[config.mk]
export PLATFORM = sky130hd
export DESIGN_NAME = utf8_length_and_sdbm_hash_flat
export DESIGN_NICKNAME = d
export VERILOG_FILES = /design/src/rtl/utf8sh_pkg.sv /design/src/rtl/utf8sh_if.sv /design/src/rtl/utf8sh_front.sv /design/src/rtl/utf8sh_queue.sv /design/src/rtl/utf8sh_back.sv /design/src/rtl/utf8_length_and_sdbm_hash.sv /design/src/flat_wrapper.sv
export SDC_FILE = /design/constraint.sdc
export NUM_CORES = 1
export LEC_CHECK = 0
export ABC_CLOCK_PERIOD_IN_PS = 6900
export BUFFER_PORTS_ARGS = -buffer_cell sky130_fd_sc_hd__buf_2
export CELL_PAD_IN_SITES_DETAIL_PLACEMENT = 0
export CELL_PAD_IN_SITES_GLOBAL_PLACEMENT = 1
export CORE_ASPECT_RATIO = 1.1
export CORE_UTILIZATION = 45
export DETAILED_ROUTE_END_ITERATION = 10
export GPL_TIMING_DRIVEN = 0
export PLACE_DENSITY = 0.77
export REMOVE_ABC_BUFFERS = 1
export SYNTH_ARGS = -nofsm -noshare
export SYNTH_HDL_FRONTEND = slang
export SYNTH_SLANG_ARGS = --single-unit
[constraint.sdc]
create_clock -name i_clk -period 6.9 [get_ports i_clk]
set_input_delay 1.38 -clock i_clk [delete_from_list [all_inputs] [get_ports i_clk]]
set_output_delay 1.38 -clock i_clk [all_outputs]
set_load 0.03 [all_outputs]
[src/rtl/utf8sh_pkg.sv]
package utf8sh_pkg;

    localparam int BYTE_W  = 8;
    localparam int SLOTS   = 3;
    localparam int Q_DEPTH = 4;
    localparam int Q_PTR_W = 2;

    // register map, selected by paddr[2]
    localparam logic REG_BOM_SKIP = 1'b0;

    localparam logic [BYTE_W-1:0] BOM_B0 = 8'hEF;
    localparam logic [BYTE_W-1:0] BOM_B1 = 8'hBB;
    localparam logic [BYTE_W-1:0] BOM_B2 = 8'hBF;

    localparam int HASH_SH_LO = 6;
    localparam int HASH_SH_HI = 16;

    typedef enum logic [1:0] {
        LEAD_NONE    = 2'd0,
        LEAD_EF      = 2'd1,
        LEAD_EFBB    = 2'd2,
        LEAD_DECIDED = 2'd3
    } t_lead;

    // one queue entry: up to three bytes to hash in order, plus end of string
    typedef struct packed {
        logic [SLOTS-1:0][BYTE_W-1:0] data;
        logic [1:0]                   nbytes;
        logic                         last;
    } t_entry;

    function automatic logic [BYTE_W-1:0] bom_byte(input t_lead pos);
        logic [BYTE_W-1:0] b;
        case (pos)
            LEAD_NONE: b = BOM_B0;
            LEAD_EF:   b = BOM_B1;
            LEAD_EFBB: b = BOM_B2;
            default:   b = '0;
        endcase
        return b;
    endfunction

endpackage

[src/rtl/utf8sh_if.sv]
interface utf8sh_byte_if;
    logic       valid;
    logic       ready;
    logic [7:0] byte_value;
    logic       last_byte;

    modport source (output valid, output byte_value, output last_byte, input ready);
    modport sink   (input valid, input byte_value, input last_byte, output ready);
endinterface

interface utf8sh_res_if #(
    parameter int COUNT_WIDTH = 32,
    parameter int HASH_WIDTH  = 64
);
    logic                   valid;
    logic                   ready;
    logic [COUNT_WIDTH-1:0] char_count;
    logic [COUNT_WIDTH-1:0] byte_count;
    logic [HASH_WIDTH-1:0]  hash_result;

    modport source (output valid, output char_count, output byte_count, output hash_result,
                    input ready);
    modport sink   (input valid, input char_count, input byte_count, input hash_result,
                    output ready);
endinterface

[src/rtl/utf8sh_front.sv]
module utf8sh_front (
    input  logic               i_clk,
    input  logic               i_rst_n,
    utf8sh_byte_if.sink        i_in,
    input  logic               i_skip_en,
    input  logic               i_push_ready,
    output logic               o_push_valid,
    output utf8sh_pkg::t_entry o_push_entry
);
    import utf8sh_pkg::*;

    t_lead             r_lead;
    t_lead             n_lead;
    logic [BYTE_W-1:0] r_held [SLOTS];

    logic accept;
    logic decided;
    logic match;

    assign i_in.ready = i_push_ready;
    assign accept     = i_in.valid && i_push_ready;
    assign decided    = (r_lead == LEAD_DECIDED);
    assign match      = i_skip_en && !decided && (i_in.byte_value == bom_byte(r_lead));

    // next state
    always_comb begin
        n_lead = r_lead;
        if (accept) begin
            if (i_in.last_byte) begin
                n_lead = LEAD_NONE;
            end else if (decided) begin
                n_lead = LEAD_DECIDED;
            end else if (match) begin
                n_lead = (r_lead == LEAD_EFBB) ? LEAD_DECIDED : t_lead'(r_lead + 2'd1);
            end else begin
                n_lead = LEAD_DECIDED;
            end
        end
    end

    // outputs: held bytes go first, then the current byte
    always_comb begin
        o_push_valid      = 1'b0;
        o_push_entry.last = i_in.last_byte;
        for (int i = 0; i < SLOTS; i++) begin
            o_push_entry.data[i] = (!decided && (i < int'(r_lead))) ? r_held[i]
                                                                      : i_in.byte_value;
        end
        o_push_entry.nbytes = decided ? 2'd1 : 2'(r_lead + 2'd1);
        if (decided) begin
            o_push_valid = accept;
        end else if (match) begin
            if (r_lead == LEAD_EFBB) begin
                // whole mark dropped: only the end of string, if any, goes on
                o_push_valid        = accept && i_in.last_byte;
                o_push_entry.nbytes = 2'd0;
            end else begin
                o_push_valid = accept && i_in.last_byte;
            end
        end else begin
            o_push_valid = accept;
        end
    end

    always_ff @(posedge i_clk) begin
        if (!i_rst_n) begin
            r_lead <= LEAD_NONE;
        end else begin
            r_lead <= n_lead;
        end
    end

    always_ff @(posedge i_clk) begin
        if (accept && match && r_lead != LEAD_EFBB) begin
            r_held[r_lead] <= i_in.byte_value;
        end
    end

endmodule

[src/rtl/utf8sh_queue.sv]
module utf8sh_queue (
    input  logic               i_clk,
    input  logic               i_rst_n,
    input  logic               i_push_valid,
    input  utf8sh_pkg::t_entry i_push_entry,
    output logic               o_push_ready,
    output logic               o_pop_valid,
    output utf8sh_pkg::t_entry o_pop_entry,
    input  logic               i_pop
);
    import utf8sh_pkg::*;

    t_entry             r_mem [Q_DEPTH];
    logic [Q_PTR_W-1:0] r_wr;
    logic [Q_PTR_W-1:0] r_rd;
    logic [Q_PTR_W:0]   r_cnt;

    logic do_push;
    logic do_pop;

    assign o_push_ready = (r_cnt != (Q_PTR_W+1)'(Q_DEPTH));
    assign o_pop_valid  = (r_cnt != '0);
    assign o_pop_entry  = r_mem[r_rd];
    assign do_push      = i_push_valid && o_push_ready;
    assign do_pop       = i_pop && o_pop_valid;

    always_ff @(posedge i_clk) begin
        if (!i_rst_n) begin
            r_wr  <= '0;
            r_rd  <= '0;
            r_cnt <= '0;
        end else begin
            if (do_push) begin
                r_wr <= r_wr + 1'b1;
            end
            if (do_pop) begin
                r_rd <= r_rd + 1'b1;
            end
            case ({do_push, do_pop})
                2'b10:   r_cnt <= r_cnt + 1'b1;
                2'b01:   r_cnt <= r_cnt - 1'b1;
                default: r_cnt <= r_cnt;
            endcase
        end
    end

    always_ff @(posedge i_clk) begin
        if (do_push) begin
            r_mem[r_wr] <= i_push_entry;
        end
    end

endmodule

[src/rtl/utf8sh_back.sv]
module utf8sh_back #(
    parameter int HASH_WIDTH  = 64,
    parameter int COUNT_WIDTH = 32
) (
    input  logic               i_clk,
    input  logic               i_rst_n,
    input  logic               i_pop_valid,
    input  utf8sh_pkg::t_entry i_pop_entry,
    output logic               o_pop,
    utf8sh_res_if.source       o_out
);
    import utf8sh_pkg::*;

    logic [HASH_WIDTH-1:0]  r_hash;
    logic [COUNT_WIDTH-1:0] r_chars;
    logic [COUNT_WIDTH-1:0] r_bytes;
    logic [1:0]             r_idx;
    logic                   r_ovalid;
    logic [HASH_WIDTH-1:0]  r_ohash;
    logic [COUNT_WIDTH-1:0] r_ochars;
    logic [COUNT_WIDTH-1:0] r_obytes;

    logic [HASH_WIDTH-1:0]  n_hash;
    logic [COUNT_WIDTH-1:0] n_chars;
    logic [COUNT_WIDTH-1:0] n_bytes;

    logic [BYTE_W-1:0] cur;
    logic              final_byte;
    logic              emit;
    logic              out_free;
    logic              step;
    logic              take;

    assign cur        = i_pop_entry.data[r_idx];
    assign final_byte = (i_pop_entry.nbytes == 2'd0) || (2'(r_idx + 2'd1) == i_pop_entry.nbytes);
    assign out_free   = !r_ovalid || o_out.ready;
    assign emit       = final_byte && i_pop_entry.last;
    assign step       = i_pop_valid && (!emit || out_free);
    assign take       = step && (i_pop_entry.nbytes != 2'd0);
    assign o_pop      = step && final_byte;

    // h * 65599 + c, wrapping
    always_comb begin
        n_hash  = HASH_WIDTH'(cur) + (r_hash << HASH_SH_LO) + (r_hash << HASH_SH_HI) - r_hash;
        n_chars = r_chars;
        n_bytes = r_bytes;
        if ((!cur[7] || cur[6]) && r_chars != '1) begin
            n_chars = r_chars + 1'b1;
        end
        if (r_bytes != '1) begin
            n_bytes = r_bytes + 1'b1;
        end
    end

    always_ff @(posedge i_clk) begin
        if (!i_rst_n) begin
            r_hash   <= '0;
            r_chars  <= '0;
            r_bytes  <= '0;
            r_idx    <= '0;
            r_ovalid <= 1'b0;
        end else begin
            if (o_pop) begin
                r_idx <= '0;
            end else if (step) begin
                r_idx <= r_idx + 2'd1;
            end
            if (step && emit) begin
                r_hash  <= '0;
                r_chars <= '0;
                r_bytes <= '0;
            end else if (take) begin
                r_hash  <= n_hash;
                r_chars <= n_chars;
                r_bytes <= n_bytes;
            end
            if (step && emit) begin
                r_ovalid <= 1'b1;
            end else if (o_out.ready) begin
                r_ovalid <= 1'b0;
            end
        end
    end

    always_ff @(posedge i_clk) begin
        if (step && emit) begin
            r_ohash  <= take ? n_hash  : r_hash;
            r_ochars <= take ? n_chars : r_chars;
            r_obytes <= take ? n_bytes : r_bytes;
        end
    end

    assign o_out.valid       = r_ovalid;
    assign o_out.hash_result = r_ohash;
    assign o_out.char_count  = r_ochars;
    assign o_out.byte_count  = r_obytes;

endmodule

[src/rtl/utf8_length_and_sdbm_hash.sv]
// UTF-8 character count, byte count and SDBM hash of a byte string.
//
// i_in takes one byte per item with last_byte on the final byte of a string.
// o_out gives one item per string: char_count, byte_count and hash_result.
// The APB port holds one register at address 0, bit 0 = bom_skip_enable
// (reset 1); while set, a leading EF BB BF is dropped from the string.
//
// Result path: the entry with the last byte is queued, then the back end hashes
// any replayed held mark bytes and the last byte and loads the output register.
// Throughput: one byte per cycle while the queue has room, once the start of a
// string is decided. The back end hashes one byte per cycle unless a result
// waits for the output register; a mismatch in a partial mark replays up to
// two held bytes there, absorbed by the four-entry queue in front of it.
// A result waits in the output register while o_out.ready is low; bytes of
// the next string keep flowing until its last byte, which then waits, and
// i_in.ready drops when the queue fills.
// Reset (synchronous, active low) clears all counts, the hash, the queue and
// the output valid flag, and sets bom_skip_enable.
module utf8_length_and_sdbm_hash #(
    parameter int HASH_WIDTH  = 64,
    parameter int COUNT_WIDTH = 32
) (
    input  logic         i_clk,
    input  logic         i_rst_n,
    utf8sh_byte_if.sink  i_in,
    utf8sh_res_if.source o_out,
    input  logic         psel,
    input  logic         penable,
    input  logic         pwrite,
    input  logic [2:0]   paddr,
    input  logic [31:0]  pwdata,
    output logic [31:0]  prdata,
    output logic         pready
);
    import utf8sh_pkg::*;

    logic   r_bom_skip;
    logic   push_valid;
    logic   push_ready;
    t_entry push_entry;
    logic   pop_valid;
    t_entry pop_entry;
    logic   pop;

    assign pready = 1'b1;
    assign prdata = (paddr[2] == REG_BOM_SKIP) ? {31'b0, r_bom_skip} : 32'b0;

    always_ff @(posedge i_clk) begin
        if (!i_rst_n) begin
            r_bom_skip <= 1'b1;
        end else if (psel && penable && pwrite && pready && paddr[2] == REG_BOM_SKIP) begin
            r_bom_skip <= pwdata[0];
        end
    end

    utf8sh_front u_front (
        .i_clk        (i_clk),
        .i_rst_n      (i_rst_n),
        .i_in         (i_in),
        .i_skip_en    (r_bom_skip),
        .i_push_ready (push_ready),
        .o_push_valid (push_valid),
        .o_push_entry (push_entry)
    );

    utf8sh_queue u_queue (
        .i_clk        (i_clk),
        .i_rst_n      (i_rst_n),
        .i_push_valid (push_valid),
        .i_push_entry (push_entry),
        .o_push_ready (push_ready),
        .o_pop_valid  (pop_valid),
        .o_pop_entry  (pop_entry),
        .i_pop        (pop)
    );

    utf8sh_back #(
        .HASH_WIDTH  (HASH_WIDTH),
        .COUNT_WIDTH (COUNT_WIDTH)
    ) u_back (
        .i_clk       (i_clk),
        .i_rst_n     (i_rst_n),
        .i_pop_valid (pop_valid),
        .i_pop_entry (pop_entry),
        .o_pop       (pop),
        .o_out       (o_out)
    );

endmodule

[src/flat_wrapper.sv]
// flat-port wrapper written by rule: the top's interface ports become plain ports
module utf8_length_and_sdbm_hash_flat import utf8sh_pkg::*;
#(
    parameter int HASH_WIDTH  = 64,
    parameter int COUNT_WIDTH = 32
)
  (i_clk, i_rst_n, psel, penable, pwrite, paddr, pwdata, prdata, pready, i_in_valid, i_in_byte_value, i_in_last_byte, i_in_ready, o_out_valid, o_out_char_count, o_out_byte_count, o_out_hash_result, o_out_ready);
  utf8sh_byte_if i_in_i ();
  utf8sh_res_if #(.COUNT_WIDTH(COUNT_WIDTH), .HASH_WIDTH(HASH_WIDTH)) o_out_i ();
  input  logic i_clk;
  input  logic i_rst_n;
  input  logic psel;
  input  logic penable;
  input  logic pwrite;
  input  logic [2:0] paddr;
  input  logic [31:0] pwdata;
  output logic [31:0] prdata;
  output logic pready;
  input wire logic [$bits(i_in_i.valid)-1:0] i_in_valid;
  input wire logic [$bits(i_in_i.byte_value)-1:0] i_in_byte_value;
  input wire logic [$bits(i_in_i.last_byte)-1:0] i_in_last_byte;
  output wire logic [$bits(i_in_i.ready)-1:0] i_in_ready;
  output wire logic [$bits(o_out_i.valid)-1:0] o_out_valid;
  output wire logic [$bits(o_out_i.char_count)-1:0] o_out_char_count;
  output wire logic [$bits(o_out_i.byte_count)-1:0] o_out_byte_count;
  output wire logic [$bits(o_out_i.hash_result)-1:0] o_out_hash_result;
  input wire logic [$bits(o_out_i.ready)-1:0] o_out_ready;
  assign i_in_i.valid = i_in_valid;
  assign i_in_i.byte_value = i_in_byte_value;
  assign i_in_i.last_byte = i_in_last_byte;
  assign i_in_ready = i_in_i.ready;
  assign o_out_valid = o_out_i.valid;
  assign o_out_char_count = o_out_i.char_count;
  assign o_out_byte_count = o_out_i.byte_count;
  assign o_out_hash_result = o_out_i.hash_result;
  assign o_out_i.ready = o_out_ready;
  utf8_length_and_sdbm_hash #(.HASH_WIDTH(HASH_WIDTH), .COUNT_WIDTH(COUNT_WIDTH)) u_core (.i_clk(i_clk), .i_rst_n(i_rst_n), .i_in(i_in_i), .o_out(o_out_i), .psel(psel), .penable(penable), .pwrite(pwrite), .paddr(paddr), .pwdata(pwdata), .prdata(prdata), .pready(pready));
endmodule
After elaboration in Yosys (flattened, before gate mapping)

Memory sizes are Yosys's and may differ from the RTL's. A register that Yosys moved wholly into a read port is not among the register bits.
Index checks and enable logic that the tools add are counted.

Bits in registers: 269
Bits in writable memories: 132
Input bits: 51
Output and inout port bits: 163
Logic and storage cells: 110
Memories: 2

Memories:

| name                  | depth | width | rd ports | clocked after memory_dff | write ports | RTL line           | RTL |
|---|---|---|---|---|---|---|---|
| u_core.u_queue.r_mem  | 4     | 27    | 1        | 1                        | 1           | utf8sh_queue.sv:13 | `t_entry r_mem [Q_DEPTH];` |
| u_core.u_front.r_held | 3     | 8     | 3        | 0                        | 1           | utf8sh_front.sv:14 | `logic [BYTE_W-1:0] r_held [SLOTS];` |

$add $sub $neg: 11
$lt $le $gt $ge: 4
Equality and inequality tests: 11
Multiplexer cells: 31
Bitwise operators: 2
Reduce and logical (&&, ||, !) cells: 36

Operator list:

| operator                                                   | count |
|---|---|
| 2-to-1 mux 32 bit                                          | 4 |
| adder 32 x 1 -> 32 bit (second input constant)             | 2 |
| adder 64 bit                                               | 1 |
| adder 8 x 64 -> 64 bit                                     | 1 |
| 2-to-1 mux 64 bit                                          | 1 |
| != test 32 bit (second input constant)                     | 2 |
| subtractor 64 bit                                          | 1 |
| 2-to-1 mux 8 bit                                           | 4 |
| one-hot mux 8 bit (3 select lines)                         | 1 |
| logical AND 1 bit                                          | 20 |
| 2-to-1 mux 2 bit                                           | 10 |
| binary-select mux 8 bit (select 2 bit)                     | 1 |
| 2-to-1 mux 1 bit                                           | 9 |
| adder 2 x 1 -> 2 bit (second input constant)               | 4 |
| == test 8 bit                                              | 1 |
| == test 2 bit (second input constant)                      | 3 |
| one-hot mux 3 bit (2 select lines)                         | 1 |
| nonzero test 2 bit                                         | 3 |
| == test 2 x 1 -> 1 bit (second input constant)             | 2 |
| logical NOT 1 bit                                          | 4 |
| logical NOT 2 bit                                          | 2 |
| logical OR 1 bit                                           | 4 |
| less-than comparator 1 x 2 -> 1 bit (first input constant) | 2 |
| OR reduction 2 bit                                         | 2 |
| other kinds (9)                                            | 10 |

Depth between registers and ports, before layout

Depth in word-level cells: 11
Gate-level depth with buffers: 20
Depth with buffers taken out: 18

Hierarchy

A second synthesis with hierarchy kept.

Cells, all modules: 1,906
Area, all modules: 21,256.6 µm²

By module, submodules not included:

| module                    | times used | cells each | area each (µm²) | seq. area each (µm²) |
|---|---|---|---|---|
| utf8sh_back               | 1          | 1,581      | 15,148.3        | 6,466.2 |
| utf8sh_queue              | 1          | 193        | 4,429.2         | 3,423.3 |
| utf8sh_front              | 1          | 92         | 1,358.8         | 760.7 |
| utf8_length_and_sdbm_hash | 1          | 40         | 320.3           | 20.0 |

Worst setup path before layout

OpenSTA, ideal clock, no wires.

Path kind: flip-flop to flip-flop
From: register (tool-made name)
To: register u_core.u_back.r_bytes[10]
Setup time: 115 ps
Arrival time: 5,463 ps
Data required time: 6,785 ps
Setup slack: 1,322 ps
Stages on the path, launching flop included: 11
Buffers on the path: 2
Period minus slack after synthesis: 5,578 ps
Path through: dfxtp_1 > mux4_1 > or2_2 > a21oi_1 > nor2_1 > nor2_1 > and3_1 > nor2b_1 > clkbuf_1 > clkbuf_1 > and2_1

RTL lines:

| what                   | RTL line          | RTL |
|---|---|---|
| end signal: assignment | utf8sh_back.sv:75 | `r_bytes <= n_bytes;` |
| end: declaration       | utf8sh_back.sv:16 | `logic [COUNT_WIDTH-1:0] r_bytes;` |

==> flow_results.xml <==
<?xml version="1.0" encoding="UTF-8"?>
<metrics>
  <group name="hold_path">
    <metric name="hold_class" unit="">reg -&gt; reg</metric>
    <metric name="hold_path_depth" unit="">2</metric>
    <metric name="hp-start" unit="">u_core.u_back.r_hash[63]</metric>
    <metric name="min_to" unit="">u_core.u_back.r_hash[63]</metric>
  </group>
  <group name="timing">
    <metric name="setup_slack" unit="ps">1180</metric>
    <metric name="final-max-slew-violation-count" unit="">0</metric>
    <metric name="final.hold.worst_slack" unit="ps">484</metric>
    <metric name="finalClockSkew" unit="ps">30.7</metric>
    <metric name="rsz0062_at_grt" unit="">no</metric>
    <metric name="timing.fmax" unit="MHz">175</metric>
    <metric name="setup-violations-final" unit="">0</metric>
    <metric name="layout_worst_path_cycle_share" unit="%">82.9</metric>
    <metric name="slew_headroom" unit="%">12.6</metric>
    <metric name="slew_worst_pin" unit="ps">1310</metric>
    <metric name="final_hold_viol_count" unit="">0</metric>
    <metric name="tns" unit="ps">0</metric>
    <metric name="layout_min_cycle_time" unit="ps">5720</metric>
  </group>
  <group name="global_routing">
    <metric name="antenna_violations_before_repair" unit="">0</metric>
    <metric name="grt.overflow.total" unit="">0</metric>
    <metric name="grt_first_pass_wirelength" unit="um">80200</metric>
    <metric name="number_of_global_route_vias_before_repair" unit="">14539</metric>
    <metric name="grt_max_degree" unit="">122</metric>
    <metric name="groute.usage.overall" unit="%">21.4</metric>
  </group>
  <group name="clocking">
    <metric name="worstSkewPairLatency" unit="ps">600</metric>
    <metric name="clkTransAtPathRegs" unit="ps">70</metric>
    <metric name="tritoncts.num_buffers" unit="">40</metric>
    <metric name="cts_post_setup_buffers_inserted" unit="">0</metric>
    <metric name="cts_root_buffer" unit="">sky130_fd_sc_hd__clkbuf_16</metric>
    <metric name="cts-htree-levels" unit="">2</metric>
    <metric name="tritoncts" unit="">done</metric>
    <metric name="hold_buffers" unit="">0</metric>
    <metric name="number_of_clock_sinks_seen_by_cts" unit="">403</metric>
    <metric name="cts_resized" unit="">0</metric>
    <metric name="clock_path_buffers" unit="">3</metric>
  </group>
  <group name="placement">
    <metric name="placed_cell_area" unit="um^2">22700</metric>
    <metric name="gp_routability_congestion" unit="">0.934</metric>
    <metric name="numPortBuffers" unit="">148</metric>
    <metric name="placement.setup.worst_slack" unit="ps">832</metric>
    <metric name="post-dp-hpwl" unit="um">37800</metric>
  </group>
  <group name="cells_and_area">
    <metric name="final.fill_count" unit="">4218</metric>
    <metric name="final_area" unit="um^2">24000</metric>
    <metric name="sequential_standard_cell_area" unit="um^2">10700</metric>
    <metric name="flow.area_growth_from_synthesis" unit="%">12.6</metric>
    <metric name="final_nets" unit="">2272</metric>
    <metric name="diodes_inserted" unit="">0</metric>
    <metric name="fraction_of_final_layout_cells_with_drive_strength_greater_than_1" unit="%">14.4</metric>
    <metric name="multiInputGateArea" unit="um^2">9540</metric>
  </group>
  <group name="flow_run">
    <metric name="max_cap_viol_count" unit="">0</metric>
  </group>
  <group name="logic_synthesis">
    <metric name="number_of_instances_in_the_synthesized_netlist" unit="">1953</metric>
    <metric name="mappedNetlistArea" unit="um^2">21300</metric>
    <metric name="yosys_most_used_dff" unit="">sky130_fd_sc_hd__edfxtp_1</metric>
    <metric name="synth-seq-cells" unit="">403</metric>
    <metric name="yosys-top-cells-count" unit="">260 x sky130_fd_sc_hd__edfxtp_1, 189 x sky130_fd_sc_hd__inv_1, 178 x sky130_fd_sc_hd__nand2_1</metric>
    <metric name="yosysTopAreaCellShare" unit="%">36.6</metric>
    <metric name="post_synthesis_mean_instance_area" unit="um^2">10.9</metric>
    <metric name="async_flop_share" unit="%">0</metric>
    <metric name="yosysMostFrequentCell" unit="">sky130_fd_sc_hd__edfxtp_1</metric>
    <metric name="seq_area_frac_synth" unit="%">50.1</metric>
    <metric name="yosys_warnings" unit="">0</metric>
    <metric name="yosys.area.top_type" unit="">sky130_fd_sc_hd__edfxtp_1</metric>
    <metric name="synthDistinctLibCells" unit="">80</metric>
    <metric name="ys_top_cells_by_area" unit="">sky130_fd_sc_hd__edfxtp_1 37%, sky130_fd_sc_hd__dfxtp_1 13%, sky130_fd_sc_hd__ha_1 5.2%</metric>
    <metric name="synth_edf_count" unit="">260</metric>
  </group>
  <group name="power">
    <metric name="pwr_density_cell" unit="nW/um^2">536</metric>
    <metric name="power_frac_comb" unit="%">55.5</metric>
    <metric name="swShare" unit="%">45.8</metric>
    <metric name="share_seq_of_total_power" unit="%">27.3</metric>
    <metric name="fin_total_pwr" unit="uW">12900</metric>
    <metric name="cellInternalPower" unit="uW">6980</metric>
    <metric name="worst_ir_drop_vdd" unit="mV">0.197</metric>
    <metric name="power.static_leakage" unit="uW">0.00955</metric>
    <metric name="power_frac_clock" unit="%">17.1</metric>
    <metric name="p_sw" unit="uW">5890</metric>
  </group>
  <group name="worst_setup_path">
    <metric name="crit_fanout" unit="">15</metric>
    <metric name="critPathLaunchType" unit="">register</metric>
    <metric name="regToRegSetupSlack" unit="ps">1180</metric>
    <metric name="setup.worst_path.class" unit="">reg -&gt; reg</metric>
    <metric name="critical_path_buf_inv_count" unit="">3</metric>
    <metric name="worst_path_most_repeated_cell" unit="">sky130_fd_sc_hd__inv_1</metric>
    <metric name="crit_arrival" unit="ps">6160</metric>
    <metric name="worst_path_max_delay_cell" unit="">sky130_fd_sc_hd__a2111oi_0</metric>
    <metric name="worst_r2r_endpoint" unit="">u_core.u_back.o_out.hash_result[53]</metric>
    <metric name="critical_path.top_delay_family" unit="">compound AO/OA/AOI/OAI gates</metric>
    <metric name="worstRegToRegCells" unit="">16</metric>
    <metric name="cp_slowest_stage_delay" unit="ps">760</metric>
    <metric name="worstPathCellList" unit="">buf_16 &gt; mux4_1 &gt; mux2i_1 &gt; o22a_1 &gt; inv_1 &gt; fa_1 &gt; ha_1 &gt; inv_1 &gt; o21bai_1 &gt; o21ai_0 &gt; a211oi_1 &gt; o21ai_1 &gt; a2111oi_0 &gt; nor3b_1 &gt; or4_1 &gt; nand3_1</metric>
    <metric name="crit_path_end_kind" unit="">register</metric>
    <metric name="critPathRequiredTime" unit="ps">7330</metric>
  </group>
  <group name="floorplanning">
    <metric name="initial_utilization" unit="%">45.6</metric>
    <metric name="chipHeight" unit="um">230</metric>
    <metric name="fp.dieW" unit="um">210</metric>
    <metric name="fp-row-count" unit="">83</metric>
    <metric name="core_area" unit="um^2">46700</metric>
    <metric name="die-area" unit="um^2">48200</metric>
    <metric name="boundaryPins" unit="">214</metric>
  </group>
  <group name="drt">
    <metric name="wire_per_inst" unit="um">18.7</metric>
    <metric name="detailedRoute.firstPassIterationCount" unit="">8</metric>
    <metric name="viasPerCell" unit="">5.37</metric>
    <metric name="via_count" unit="">14548</metric>
    <metric name="drt_first_iter_violations" unit="">853</metric>
    <metric name="route.antenna.remaining_nets" unit="">0</metric>
    <metric name="drcViolationCount" unit="">0</metric>
    <metric name="routed_wl" unit="um">50600</metric>
  </group>
  <group name="status">
    <metric name="status" unit="">finished clean</metric>
  </group>
</metrics>
-- area by class of cell --
type | count | area share (%)
Clock buffer | 54 | 4.64
Clock inverter | 20 | 0.938
Inverter | 189 | 2.96
Multi-Input combinational cell | 1289 | 39.7
Sequential cell | 403 | 44.5
Tap cell | 595 | 3.10
Timing Repair Buffer | 158 | 4.17
-- how the worst max path moves through the flow --
| stage | start | to | cells past startpoint |
|---|---|---|---|
| after floorplan | register | u_core.u_back.r_bytes[0] | 8 |
| after global placement | register | u_core.u_back.r_hash[8] | 8 |
| after detailed placement | register | u_core.u_back.o_out.hash_result[53] | 16 |
| after CTS | register | u_core.u_back.o_out.hash_result[53] | 16 |
| after global routing | register | u_core.u_back.o_out.hash_result[53] | 16 |
| final | register | u_core.u_back.o_out.hash_result[53] | 16 |
-- logic make-up (layout without fill, tap and decap cells) --
kind of cell | after synthesis | in the layout | share of synthesized area (%)
buffers and inverters | 299 | 421 | 5.98
other | 2 | 40 | 0.0352
xor gates and xnor gates | 111 | 111 | 4.63
AOI/OAI and AO/OA | 321 | 321 | 9.39
muxes | 80 | 80 | 5.44
adders and majority gates | 140 | 140 | 10.0
and+or+nand+nor | 597 | 597 | 14.5
DFF | 403 | 403 | 50.1
-- layer usage --
metal  wire length (um)  track usage [%]
met5                  0                0
met4               1410             7.48
met3               1940             2.51
met2              25500             37.6
met1              21700             27.1
-- cells in the final DEF, fill, tap and decap left out, types with 5 or more instances in the layout --
cell                        count
sky130_fd_sc_hd__and2_1       129
sky130_fd_sc_hd__nand2_1      178
sky130_fd_sc_hd__buf_2        148
sky130_fd_sc_hd__and3_1        13
sky130_fd_sc_hd__a211oi_1       9
sky130_fd_sc_hd__inv_1        189
sky130_fd_sc_hd__xnor2_1       70
sky130_fd_sc_hd__clkbuf_16     40
sky130_fd_sc_hd__nand4_1       43
sky130_fd_sc_hd__and4_1         9
sky130_fd_sc_hd__a21o_1        20
sky130_fd_sc_hd__nor2b_1       14
sky130_fd_sc_hd__ha_1          89
sky130_fd_sc_hd__nor4_1        11
sky130_fd_sc_hd__xor2_1        39
sky130_fd_sc_hd__o21a_1        14
sky130_fd_sc_hd__dfxtp_1      141
sky130_fd_sc_hd__fa_1          51
sky130_fd_sc_hd__a31oi_1       18
sky130_fd_sc_hd__mux2i_1       24
sky130_fd_sc_hd__or3_1         14
sky130_fd_sc_hd__nor3_1        20
sky130_fd_sc_hd__o31ai_1        9
sky130_fd_sc_hd__nor2_1        78
sky130_fd_sc_hd__o21bai_1      14
sky130_fd_sc_hd__conb_1        40
sky130_fd_sc_hd__nand2b_1       7
sky130_fd_sc_hd__o21ai_0       94
sky130_fd_sc_hd__mux4_2        23
sky130_fd_sc_hd__clkbuf_1       8
sky130_fd_sc_hd__clkinv_2       5
sky130_fd_sc_hd__mux2_2        31
sky130_fd_sc_hd__buf_16         8
sky130_fd_sc_hd__clkbuf_8       6
sky130_fd_sc_hd__a21oi_1       89
sky130_fd_sc_hd__nand3_1       53
sky130_fd_sc_hd__edfxtp_1     260
sky130_fd_sc_hd__o211ai_1       6
-- worst min-delay path, stage by stage (launching register included) --
cell                      delay (ps)
sky130_fd_sc_hd__dfxtp_1         330
sky130_fd_sc_hd__nand2_1          60
sky130_fd_sc_hd__mux2i_1          50
-- power by group through the flow --
stage	logic (uW)	clock network [uW]	registers, uW
5_1_grt	7870	2340	3570
2_1_floorplan	4490	0	4110
4_1_cts	7130	2260	3530
3_3_place_gp	6900	0	3630
6_report	7150	2210	3520
3_5_place_dp	7090	0	3580
-- stage by stage --
step | util [%] | instances
floorplan | - | 1881
global route | 51.4 | 2708
CTS | 51.4 | 2708
finish | 51.4 | 2708
detailed placement | 48.5 | 2634
global placement | 47.9 | 2624
-- flip-flops by register name, indices dropped and copies added (netlist names), 2 cells and up, named ones only --
| signal | flops |
|---|---|
| u_core.u_back.r_chars | 32 |
| u_core.u_front.r_lead | 2 |
| u_core.u_back.o_out.byte_count | 32 |
| u_core.u_queue.r_wr | 2 |
| u_core.u_queue.r_rd | 2 |
| u_core.u_queue.r_cnt | 3 |
| u_core.u_back.o_out.hash_result | 64 |
| u_core.u_queue.r_mem | 108 |
| u_core.u_back.r_hash | 64 |
| u_core.u_back.r_idx | 2 |
| u_core.u_back.r_bytes | 32 |
| u_core.u_front.r_held | 24 |
| u_core.u_back.o_out.char_count | 32 |
No activity file was read; power rests on OpenSTA's default activity.
